File: src/sv/pwpt_pkg.sv
// Shared types and constants of the pulse-width packet transmitter.
package pwpt_pkg;

	localparam int WordWidth = 32;
	localparam int TickWidth = 8;
	localparam int CmpWidth = (TickWidth > 8) ? TickWidth : 8;

	localparam int CfgIndexWidth = 3;
	localparam int CfgDataWidth = 8;

	typedef logic [WordWidth-1:0] word_t;
	typedef logic [TickWidth-1:0] tick_t;
	typedef logic [CmpWidth-1:0] cmp_t;
	typedef logic [CfgIndexWidth-1:0] cfg_index_t;
	typedef logic [CfgDataWidth-1:0] cfg_data_t;

	// Configuration register indexes.
	localparam cfg_index_t CfgOneHigh = 3'd0;
	localparam cfg_index_t CfgZeroHigh = 3'd1;
	localparam cfg_index_t CfgGap = 3'd2;
	localparam cfg_index_t CfgPacketBits = 3'd3;
	localparam cfg_index_t CfgRepeatCount = 3'd4;

	// Register values after reset.
	localparam logic [6:0] OneHighReset = 7'd20;
	localparam logic [6:0] ZeroHighReset = 7'd10;
	localparam logic [7:0] GapReset = 8'd40;
	localparam logic [5:0] PacketBitsReset = 6'd19;
	localparam logic [3:0] RepeatCountReset = 4'd6;

	typedef struct packed {
		logic [6:0] one_high_ticks;
		logic [6:0] zero_high_ticks;
		logic [7:0] gap_ticks;
		logic [5:0] packet_bits;
		logic [3:0] repeat_count;
	} cfg_t;

	typedef struct packed {
		logic       line;
		logic       busy_res;
		logic [3:0] repeats_done;
	} res_t;

endpackage

File: src/sv/pwpt_cfg_regs.sv
// Configuration register file of the pulse-width packet transmitter.
module pwpt_cfg_regs (
	input  logic                clk,
	input  logic                arst_n,
	input  logic                cfg_valid,
	output logic                cfg_ready,
	input  pwpt_pkg::cfg_index_t cfg_index,
	input  pwpt_pkg::cfg_data_t  cfg_data,
	output pwpt_pkg::cfg_t       cfg
);

	pwpt_pkg::cfg_t cfg_q;

	assign cfg_ready = 1'b1;
	assign cfg = cfg_q;

	always_ff @(posedge clk or negedge arst_n) begin
		if (!arst_n) begin
			cfg_q.one_high_ticks <= pwpt_pkg::OneHighReset;
			cfg_q.zero_high_ticks <= pwpt_pkg::ZeroHighReset;
			cfg_q.gap_ticks <= pwpt_pkg::GapReset;
			cfg_q.packet_bits <= pwpt_pkg::PacketBitsReset;
			cfg_q.repeat_count <= pwpt_pkg::RepeatCountReset;
		end else if (cfg_valid && cfg_ready) begin
			unique case (cfg_index)
				pwpt_pkg::CfgOneHigh: cfg_q.one_high_ticks <= cfg_data[6:0];
				pwpt_pkg::CfgZeroHigh: cfg_q.zero_high_ticks <= cfg_data[6:0];
				pwpt_pkg::CfgGap: cfg_q.gap_ticks <= cfg_data;
				pwpt_pkg::CfgPacketBits: cfg_q.packet_bits <= cfg_data[5:0];
				pwpt_pkg::CfgRepeatCount: cfg_q.repeat_count <= cfg_data[3:0];
				default: ;
			endcase
		end
	end

endmodule

File: src/sv/pwpt_core.sv
// Transmit sequencer: state registers and the per-request state update.
module pwpt_core (
	input  logic             clk,
	input  logic             arst_n,
	input  logic             step,
	input  logic             kind,
	input  pwpt_pkg::word_t  packet,
	input  pwpt_pkg::cfg_t   cfg,
	output pwpt_pkg::res_t   res
);

	typedef enum logic [3:0] {
		PH_IDLE    = 4'd0,
		PH_START   = 4'd1,
		PH_ONE_HI  = 4'd2,
		PH_ZERO_HI = 4'd3,
		PH_ONE_LO  = 4'd4,
		PH_ZERO_LO = 4'd5,
		PH_DELAY   = 4'd8
	} phase_t;

	localparam pwpt_pkg::tick_t TickMax = '1;

	phase_t          phase_q, phase_d;
	pwpt_pkg::tick_t tick_q, tick_d;
	pwpt_pkg::word_t pending_q, pending_d;
	pwpt_pkg::word_t shift_q, shift_d;
	logic [5:0]      bits_q, bits_d;
	logic [3:0]      packets_q, packets_d;
	logic            line_q, line_d;

	// Phases are evaluated in a fixed order, so a phase entered earlier in the
	// chain acts within the same tick.
	always_comb begin
		logic advance;
		advance = 1'b0;
		phase_d = phase_q;
		tick_d = tick_q;
		pending_d = pending_q;
		shift_d = shift_q;
		bits_d = bits_q;
		packets_d = packets_q;
		line_d = line_q;
		if (kind) begin
			pending_d = packet;
			packets_d = 4'd0;
			phase_d = PH_START;
		end else begin
			if (tick_d != TickMax) begin
				tick_d = tick_d + 1'b1;
			end
			if (phase_d == PH_START) begin
				tick_d = '0;
				bits_d = 6'd0;
				shift_d = pending_d;
				line_d = 1'b1;
				phase_d = shift_d[0] ? PH_ONE_HI : PH_ZERO_HI;
			end
			if (phase_d == PH_ONE_HI) begin
				line_d = 1'b1;
				if (pwpt_pkg::cmp_t'(tick_d) > pwpt_pkg::cmp_t'(cfg.one_high_ticks)) begin
					phase_d = PH_ONE_LO;
				end
			end
			if (phase_d == PH_ZERO_HI) begin
				line_d = 1'b1;
				if (pwpt_pkg::cmp_t'(tick_d) > pwpt_pkg::cmp_t'(cfg.zero_high_ticks)) begin
					phase_d = PH_ZERO_LO;
				end
			end
			if (phase_d == PH_ONE_LO) begin
				line_d = 1'b0;
				if (pwpt_pkg::cmp_t'(tick_d) > pwpt_pkg::cmp_t'({cfg.one_high_ticks, 1'b0})) begin
					advance = 1'b1;
				end
			end
			if (phase_d == PH_ZERO_LO) begin
				line_d = 1'b0;
				if (pwpt_pkg::cmp_t'(tick_d) > pwpt_pkg::cmp_t'({cfg.zero_high_ticks, 1'b0})) begin
					advance = 1'b1;
				end
			end
			if (advance) begin
				shift_d = shift_d >> 1;
				bits_d = bits_d + 6'd1;
				tick_d = '0;
				if (bits_d < cfg.packet_bits) begin
					phase_d = shift_d[0] ? PH_ONE_HI : PH_ZERO_HI;
				end else begin
					packets_d = packets_d + 4'd1;
					if (packets_d < cfg.repeat_count) begin
						phase_d = PH_DELAY;
					end else begin
						packets_d = 4'd0;
						phase_d = PH_IDLE;
					end
				end
			end
			if (phase_d == PH_DELAY) begin
				// A gap longer than the counter can hold ends at saturation.
				if (pwpt_pkg::cmp_t'(tick_d) > pwpt_pkg::cmp_t'(cfg.gap_ticks) ||
						tick_d == TickMax) begin
					phase_d = PH_START;
				end
			end
		end
	end

	assign res.line = line_d;
	assign res.busy_res = (phase_d != PH_IDLE);
	assign res.repeats_done = packets_d;

	always_ff @(posedge clk or negedge arst_n) begin
		if (!arst_n) begin
			phase_q <= PH_IDLE;
			tick_q <= '0;
			pending_q <= '0;
			shift_q <= '0;
			bits_q <= 6'd0;
			packets_q <= 4'd0;
			line_q <= 1'b0;
		end else if (step) begin
			phase_q <= phase_d;
			tick_q <= tick_d;
			pending_q <= pending_d;
			shift_q <= shift_d;
			bits_q <= bits_d;
			packets_q <= packets_d;
			line_q <= line_d;
		end
	end

endmodule

File: src/sv/pulse_width_packet_transmitter_unit.sv
// Pulse-width packet transmitter: input register, sequencer and result register.
// A request is held in the input register and its result is offered from the result register.
// One request per cycle while the result register is not stalled.
// A stalled result register holds; one request waits in the input register meanwhile.
// Reset (arst_n low, asynchronous) empties both registers, idles the sequencer
// with the line low, and loads the configuration defaults.
module pulse_width_packet_transmitter_unit (
	input  logic                 clk,
	input  logic                 arst_n,
	input  logic                 in_valid,
	output logic                 in_ready,
	input  logic                 kind,
	input  logic [31:0]          packet,
	output logic                 out_valid,
	input  logic                 out_ready,
	output logic                 line,
	output logic                 busy_res,
	output logic [3:0]           repeats_done,
	input  logic                 cfg_valid,
	output logic                 cfg_ready,
	input  pwpt_pkg::cfg_index_t cfg_index,
	input  pwpt_pkg::cfg_data_t  cfg_data
);

	pwpt_pkg::cfg_t  cfg;
	pwpt_pkg::res_t  res;
	logic            valid_s1;
	logic            kind_s1;
	pwpt_pkg::word_t packet_s1;
	logic            out_valid_q;
	pwpt_pkg::res_t  res_q;
	logic            step;

	assign step = valid_s1 && (!out_valid_q || out_ready);
	assign in_ready = !valid_s1 || step;

	pwpt_cfg_regs u_cfg (
		.clk       (clk),
		.arst_n    (arst_n),
		.cfg_valid (cfg_valid),
		.cfg_ready (cfg_ready),
		.cfg_index (cfg_index),
		.cfg_data  (cfg_data),
		.cfg       (cfg)
	);

	pwpt_core u_core (
		.clk    (clk),
		.arst_n (arst_n),
		.step   (step),
		.kind   (kind_s1),
		.packet (packet_s1),
		.cfg    (cfg),
		.res    (res)
	);

	always_ff @(posedge clk or negedge arst_n) begin
		if (!arst_n) begin
			valid_s1 <= 1'b0;
			out_valid_q <= 1'b0;
		end else begin
			if (in_valid && in_ready) begin
				valid_s1 <= 1'b1;
			end else if (step) begin
				valid_s1 <= 1'b0;
			end
			if (step) begin
				out_valid_q <= 1'b1;
			end else if (out_ready) begin
				out_valid_q <= 1'b0;
			end
		end
	end

	always_ff @(posedge clk) begin
		if (in_valid && in_ready) begin
			kind_s1 <= kind;
			packet_s1 <= packet;
		end
		if (step) begin
			res_q <= res;
		end
	end

	assign out_valid = out_valid_q;
	assign line = res_q.line;
	assign busy_res = res_q.busy_res;
	assign repeats_done = res_q.repeats_done;

`ifndef SYNTH
	// An idle sequencer always reports a low line and no completed repeats.
	assert property (@(posedge clk) disable iff (!arst_n)
		(out_valid && !busy_res) |-> (!line && repeats_done == 4'd0))
		else $error("idle result with line high or repeats counted");

	// A waiting request moves into an empty result register at once.
	assert property (@(posedge clk) disable iff (!arst_n)
		(valid_s1 && !out_valid_q) |=> out_valid_q)
		else $error("request not advanced into empty result register");

	// A stalled result keeps both the result and the waiting request in place.
	assert property (@(posedge clk) disable iff (!arst_n)
		(out_valid_q && !out_ready && valid_s1) |=> (valid_s1 && out_valid_q))
		else $error("waiting request lost during output stall");
`endif

endmodule
File: config.mk
export PLATFORM = sky130hd
export DESIGN_NAME = pulse_width_packet_transmitter_unit
export DESIGN_NICKNAME = d
export VERILOG_FILES = /design/src/sv/pwpt_pkg.sv /design/src/sv/pwpt_cfg_regs.sv /design/src/sv/pwpt_core.sv /design/src/sv/pulse_width_packet_transmitter_unit.sv
export SDC_FILE = /design/constraint.sdc
export NUM_CORES = 1
export LEC_CHECK = 0
export ABC_AREA = 0
export CORE_ASPECT_RATIO = 0.8
export CORE_MARGIN = 2
export CORE_UTILIZATION = 61
export DETAILED_ROUTE_END_ITERATION = 12
export DONT_BUFFER_PORTS = 1
export PLACE_DENSITY = 0.77
export SLEW_MARGIN = 10
export SYNTH_ARGS = -nofsm -noshare
export SYNTH_HDL_FRONTEND = slang
export SYNTH_SLANG_ARGS = --single-unit
export TNS_END_PERCENT = 50
File: constraint.sdc
create_clock -name clk -period 15 [get_ports clk]
set_input_delay 0.75 -clock clk [delete_from_list [all_inputs] [get_ports clk]]
set_output_delay 0.75 -clock clk [all_outputs]
set_load 0.005 [all_outputs]
==> run_results.csv, run 1 <==
group,metric,value,unit
setup_path,critPathMaxStageDelay,0.61,ns
clock_tree,cts_tree,"yes",
route,vias_per_cell,6.14,
timing,rsz0062_at_grt,"no",
global_routing,gr-total-overflow,0,
floorplanning,die_w,134,um
timing,slew-limit-headroom,27.6,%
final_layout,mostFrequentLayoutCells,"nor2_1 (151), dfrtp_1 (109), nand2_1 (62)",
final_layout,syn_to_final_growth,7.99,%
clock_tree,cts-root-buf,"clkbuf_16",
clock_tree,clk_path_buf_depth,2,
synthesis,syn_nets,912,
timing,hold_viol,0,
route,ant_nets,0,
final_layout,finish.instance_area,8930,um^2
clock_tree,insertion_delay,0.43,ns
synthesis,ys_warn_count,0,
timing,fmax,177,MHz
route,drt_iter0_drc,543,
synthesis,yosys.area.top_type_share,33.0,%
timing,finalCritPeriodShare,37.7,%
floorplanning,design.core.area,13400,um^2
pwr,irDropWorstVdd,112,uV
final_layout,n_antenna_cell,0,
final_layout,fill_cells,1044,
clock_tree,cts_num_sinks,159,
place,placed_area,8340,um^2
synthesis,yosysTopAreaCell,"dfrtp_1",
clock_tree,numCtsBuffers,17,
route,drt-pass1-iter-count,5,
place,portBuffers,0,
synthesis,syn_avg_cell_area,10.1,um^2
synthesis,ys_async_sr_fraction,75.5,%
place,dp_hpwl,12.1,mm
setup_path,required,15.37,ns
route,num_vias,6143,
timing,final.setup_skew,0.00803,ns
setup_path,crit_path_frequent_cell,"o21a_1",
timing,worst_slew_pin_slew,1.08,ns
floorplanning,die_h,108,um
final_layout,final_common_cell,"nor2_1",
global_routing,grt_pass1_vias,5957,
pwr,powerDensity,160,nW/um^2
status,outcome,"completed",
synthesis,synth_area_leaders,"dfrtp_1 (33%), edfxtp_1 (14%), nor2_1 (6.9%)",
timing,finalSetupViolations,0,
synthesis,synth_edf_count,39,
global_routing,grt.total_usage,26.5,%
route,drc,0,
synthesis,synthFlopType,"dfrtp_1",
setup_path,slowest_stage,"or4b_1",
floorplanning,initial_core_util,61.6,%
setup_path,worstPathMaxFanout,43,
global_routing,grt_max_degree,102,
hold_path,hold_path.class,"input port to asynchronous set/reset pin",
job,drv_cap,0,
clock_tree,clk_pin_slew,0.06,ns
clock_tree,htree_levels,4,
route,wl_per_cell,18.1,um
global_routing,antenna_found_initial,0,
synthesis,ys_seq_area_share,50.7,%
route,drt-total-wl,18.1,mm
synthesis,synthDistinctLibCells,76,
route,met1Wirelength,8.52,mm
timing,setup-tns-final,0,ns
synthesis,syn-instance-count,821,
setup_path,worstPathArrival,6.02,ns
global_routing,grt_pass1_wl,29.9,mm
synthesis,syn_area,8270,um^2
clock_tree,cts_resized,0,
final_layout,fin_nets,898,
pwr,total_power,1.43,mW
setup_path,end_kind,"flop",
route,wl_met2,8.42,mm
route,wl_met3,939,um
timing,report.final.slew_viol_count,0,
synthesis,yosys_register_bits,159,
floorplanning,io_pins,58,
floorplanning,row_count,38,
clock_tree,ctsHoldBuffers,2,
clock_tree,post_cts_buffers,0,
pwr,cellLeakagePower,3.76,nW
setup_path,worst_setup_path_start_kind,"flop",
floorplanning,dieArea,14500,um^2
place,gp_congestion,0.915,
timing,hold_slack,0.0310,ns
timing,period_minus_slack,5.65,ns
setup_path,critPathKind,"flop to flop",
final_layout,drive_gt1_share,14.4,%
final_layout,fin_util,66.6,%
setup_path,crit_chain,"or4b_1, buf_4, nand3_4, inv_4, ha_1, nand2_1, or3_1, a2111oi_1, nor2_1, nor3_4, o22a_4, nor2_1, ha_1, nor2b_1, o211a_1, o21a_1, o21a_1, o21a_1, o21ai_0, nand2b_1, o211a_1, o32ai_2, o221a_1",
route,routed.top_layer,"met4",
[logic make-up (layout without fill, tap and decap cells)]
logic type,Yosys count,in the layout,share of synthesized area (%)
buffers and inverters,82,81,4.69
other,1,1,0.0454
adder cells (fa/ha/maj),43,43,6.48
flip-flops,159,159,50.7
AO/OA/AOI/OAI,178,178,13.7
multiplexers,47,47,6.34
XOR/XNOR,10,10,1.06
AND/OR/NAND/NOR,301,301,17.0
[stage by stage]
step,instances,setup slack (ns)
4_1_cts,1000,9.40
6_report,1000,9.35
3_3_place_gp,966,9.55
3_5_place_dp,966,9.47
5_1_grt,1000,9.06
2_1_floorplan,821,9.71
[flip-flops by register name, summed over array words and instances (netlist names), 4 cells and up]
name / cells
u_core.phase_q: 4
u_core.shift_q: 31
repeats_done: 4
u_core.pending_q: 32
packet_s1: 32
u_cfg.cfg: 32
u_core.bits_q: 6
u_core.packets_q: 4
u_core.tick_q: 8
[final timing paths]
check                                              start                          endpoint  slack (ns)  depth (start not counted)
max reg2reg                u_core.phase_q[3]$_DFFE_PN0P_     u_core.phase_q[3]$_DFFE_PN0P_        9.35                         23
min reg2reg                      packet_s1[11]$_DFFE_PP_  u_core.pending_q[11]$_DFFE_PN0P_        0.48                          1
max in group asynchronous                         arst_n         u_cfg.cfg[16]$_DFFE_PN0P_       13.57                          1
min                                               arst_n         u_cfg.cfg[14]$_DFFE_PN0P_        0.03                          0
max                        u_core.phase_q[3]$_DFFE_PN0P_     u_core.phase_q[3]$_DFFE_PN0P_        9.35                         23
min in group clk                              packet[19]           packet_s1[19]$_DFFE_PP_        0.41                          0
[layout make-up]
type                       count  area, um^2  area share, %
clock buffer                  18         429           4.81
clock inverter                14         133           1.49
inverter                      36         138           1.54
multi-input combinational    580        3710           41.6
sequential                   159        4190           46.9
tap                          180         225           2.52
timing repair buffer          13         103           1.15
[report_power, final]
part	leakage, nW	switching, mW	total (mW)	internal, mW
Sequential	1.79	0.0658	0.610	0.544
Clock	0.257	0.180	0.411	0.231
Combinational	1.71	0.246	0.408	0.162
Total	3.76	0.492	1.43	0.937
[Yosys cell counts, types with 7 or more instances]
cell and n:
o31ai_1 9, ha_1 42, buf_2 8, buf_4 7, and2_1 11, o21ai_1 7
o22ai_1 33, nor3_1 8, dfstp_2 11, clkbuf_1 23, inv_1 35, nand2_1 62
a21oi_1 53, edfxtp_1 39, o21ai_0 36, nand3_1 13, dfrtp_1 109, nor2_1 152
nand2b_1 7, mux2_2 43
[per-layer routing]
layer  vias to the layer above  track usage [%]
met3                        25             6.28
met4                         0             8.80
li1                       2869                -
met1                      3061             38.0
met2                       188             40.1
met5                         -                0
[critical path: cells and delay by family (launching register included)]
kind	cells	cell delay [ns]
flops	1	0.56
compound gates	10	2.17
simple gates	9	1.89
fa+ha+maj	2	0.58
buf+inv	2	0.39
(Power assumes the default switching activity.)
==> run 2, diff against run 1 <==
--- a/config.mk
+++ b/config.mk
@@ -8,10 +8,10 @@
 export ABC_AREA = 0
 export CORE_ASPECT_RATIO = 0.8
 export CORE_MARGIN = 2
-export CORE_UTILIZATION = 61
+export CORE_UTILIZATION = 58
 export DETAILED_ROUTE_END_ITERATION = 12
 export DONT_BUFFER_PORTS = 1
-export PLACE_DENSITY = 0.77
+export PLACE_DENSITY = 0.76
 export SLEW_MARGIN = 10
 export SYNTH_ARGS = -nofsm -noshare
 export SYNTH_HDL_FRONTEND = slang
==> constraint.sdc (replaced) <==
create_clock -name clk -period 4.9 [get_ports clk]
set_input_delay 0.245 -clock clk [delete_from_list [all_inputs] [get_ports clk]]
set_output_delay 0.245 -clock clk [all_outputs]
set_load 0.005 [all_outputs]
==> run 2 against run 1 <==
Effect of this change: the run now ends with setup timing left; first-iteration DRC count grew 4.1%; hold slack worse by 0.022 ns; flip-flop and latch count is the same; critical path type unchanged; largest power group unchanged.
==> run_results.csv, run 2 (synthesized netlist as in run 1, its figures left out) <==
group,metric,value,unit
floorplanning,dieArea,15200,um^2
job,drv_cap,0,
global_routing,gr-total-overflow,0,
hold_path,holdPathEnd,"out_valid$_DFFE_PN0P_",
clock_tree,insertion_delay,0.43,ns
setup_path,end_kind,"flop",
route,vias_per_cell,6.15,
pwr,internal-power,3.10,mW
timing,finalWorstSetupSlack,-0.0732,ns
setup_path,required,5.17,ns
clock_tree,cts_tree,"yes",
setup_path,critPathMaxStageDelay,0.42,ns
setup_path,r2r_slack,-0.07,ns
route,drt-total-wl,20.6,mm
route,drc,0,
final_layout,fin_nets,968,
timing,rsz0062_at_grt,"yes",
final_layout,final_common_cell,"nor2_1",
setup_path,worst_setup_path_start_kind,"flop",
pwr,switching_share,34.5,%
place,portBuffers,0,
floorplanning,initial_core_util,60.2,%
clock_tree,clk_path_buf_depth,2,
final_layout,layout.cells.non_filler,1070,
setup_path,r2r-end,"u_core.phase_q[0]$_DFFE_PN0P_",
global_routing,grt.total_usage,28.4,%
floorplanning,row_count,38,
timing,finalSetupViolations,2,
clock_tree,clk_pin_slew,0.07,ns
clock_tree,cts_num_sinks,159,
timing,final.setup_skew,0.00902,ns
timing,finalCritPeriodShare,101,%
timing,period_minus_slack,4.97,ns
route,num_vias,6577,
clock_tree,cts-root-buf,"clkbuf_16",
status,outcome,"finished, violations left",
timing,worst_slew_pin_slew,1.10,ns
global_routing,antenna_found_initial,0,
timing,slew-limit-headroom,26.3,%
place,dp_hpwl,13.1,mm
final_layout,drive_gt1_share,18.8,%
pwr,cellLeakagePower,4.16,nW
timing,report.final.slew_viol_count,0,
timing,setup-tns-final,-0.144,ns
pwr,p_switching,1.63,mW
final_layout,seqCellArea,4190,um^2
timing,hold_viol,0,
final_layout,n_antenna_cell,0,
final_layout,multiInputGateArea,3830,um^2
pwr,pwr-share-comb,31.5,%
setup_path,slowest_stage,"dfrtp_1",
floorplanning,die_w,137,um
pwr,clkPwrFrac,29.4,%
final_layout,syn_to_final_growth,18.1,%
hold_path,min-delay-start,"out_ready",
status,violations,"setup timing",
setup_path,ff2ff_path_depth,25,
setup_path,crit_path_frequent_cell,"o21a_1",
setup_path,r2r_start,"u_core.tick_q[4]$_DFFE_PN0P_",
route,ant_nets,0,
final_layout,mostFrequentLayoutCells,"nor2_1 (147), dfrtp_1 (108), nand2_1 (62)",
floorplanning,io_pins,58,
clock_tree,htree_levels,4,
floorplanning,design.core.area,13700,um^2
global_routing,grt_max_degree,121,
route,drt-pass1-iter-count,7,
place,gp_congestion,0.944,
setup_path,path_delay_family,"compound AO/OA/AOI/OAI gates",
hold_path,min_path_cells,2,
setup_path,worstPathArrival,5.24,ns
timing,fmax,201,MHz
setup_path,critPathKind,"flop to flop",
clock_tree,numCtsBuffers,17,
setup_path,worstPathMaxFanout,5,
place,place_inst,987,
hold_path,hold_path.class,"input port to flop",
global_routing,grt_pass1_vias,6502,
route,drt_iter0_drc,565,
global_routing,grt_pass1_wl,33.3,mm
pwr,power_frac_seq,39.1,%
pwr,irDropWorstVdd,356,uV
floorplanning,die_h,111,um
route,wl_per_cell,19.3,um
pwr,powerDensity,485,nW/um^2
final_layout,fill_cells,979,
setup_path,worst-path-buf-inv,1,
## run 2: changes by cell type in the layout (fill, tap and decap cells not counted), sizes merged
cell,before,now
clkinv,2,3
buf,11,40
clkbuf,18,19
dlygate4sd3,2,43
clkinvlp,6,0
bufinv,1,2
inv,41,44
## run 2: power by group through the flow
stage / Sequential, mW / Clock (mW) / Combinational [mW]
final: 1.85 / 1.39 / 1.49
after global routing: 1.88 / 1.47 / 1.65
after CTS: 1.84 / 1.41 / 1.44
after detailed placement: 1.86 / 0 / 1.32
after global placement: 1.85 / 0 / 1.27
after floorplan: 1.81 / 0 / 1.05
## run 2: worst max-delay path by stage
stage | cells after the start | start | end
finish | 25 | u_core.tick_q[4]$_DFFE_PN0P_ | u_core.phase_q[0]$_DFFE_PN0P_
global route | 26 | u_core.tick_q[0]$_DFFE_PN0P_ | u_core.phase_q[0]$_DFFE_PN0P_
CTS | 25 | u_core.tick_q[3]$_DFFE_PN0P_ | u_core.phase_q[0]$_DFFE_PN0P_
detailed placement | 25 | u_core.tick_q[0]$_DFFE_PN0P_ | u_core.phase_q[0]$_DFFE_PN0P_
global placement | 25 | u_core.tick_q[0]$_DFFE_PN0P_ | u_core.phase_q[0]$_DFFE_PN0P_
floorplan | 26 | u_core.phase_q[2]$_DFFE_PN0P_ | u_core.phase_q[3]$_DFFE_PN0P_
## run 2: final cells by class
class | count | share of cell area, %
flip-flops and latches | 159 | 42.9
well taps | 180 | 2.31
inverters | 36 | 1.41
multi-input cells | 580 | 39.2
clock buffers | 19 | 4.76
repair buffers | 83 | 7.69
clock inverters | 13 | 1.68
## run 2: per-stage QoR
step	setup slack (ns)	hold WS (ns)	utilization [%]	instance area (um^2)	total power, mW
floorplan	-0.0505	-0.0506	-	8320	2.86
global placement	0.0436	-0.0460	62.1	8540	3.12
detailed placement	-0.161	-0.0453	62.1	8540	3.18
CTS	-0.0343	0.00465	70.7	9710	4.69
global route	-0.337	0.0442	71.0	9760	5.00
finish	-0.0732	0.00936	71.0	9760	4.74
## run 2: what timing repair did
| item | in CTS | in global routing |
|---|---|---|
| endpoints found under the hold margin | 186 | 0 |
| hold buffers | 44 | 0 |
| resized for setup | 12 | 7 |
| setup endpoints to repair | 2 | 2 |
| pin swaps | 6 | 9 |
| setup buffers | 5 | 2 |
## run 2: routing by layer
| metal | share of wire [%] | track usage (%) | vias to the layer above | routed length [um] |
|---|---|---|---|---|
| met3 | 7.1 | 6.77 | 33 | 1460 |
| li1 | - | - | 3001 | - |
| met5 | 0 | 0 | - | 0 |
| met4 | 1.3 | 8.25 | 0 | 261 |
| met1 | 43 | 39.3 | 3264 | 8920 |
| met2 | 48 | 44.7 | 279 | 9950 |
## run 2: worst register-to-register path: stages, from the launching register on
cell and delay (ns):
dfrtp_1 0.42, nand4_1 0.24, nor2_4 0.20, mux2i_2 0.25
or2_4 0.15, inv_1 0.05, ha_1 0.29, nor2b_1 0.14
o211ai_1 0.19, a21oi_2 0.09, a31o_1 0.23, nor3_4 0.23
nor3_4 0.07, o22a_4 0.22, nor2_2 0.11, ha_1 0.25
nor2b_4 0.14, o211a_1 0.20, o21a_1 0.16, o21a_1 0.18
o21a_1 0.20, o21ai_1 0.14, nand2b_1 0.08, o211a_1 0.15
o32ai_2 0.31, a31oi_1 0.13
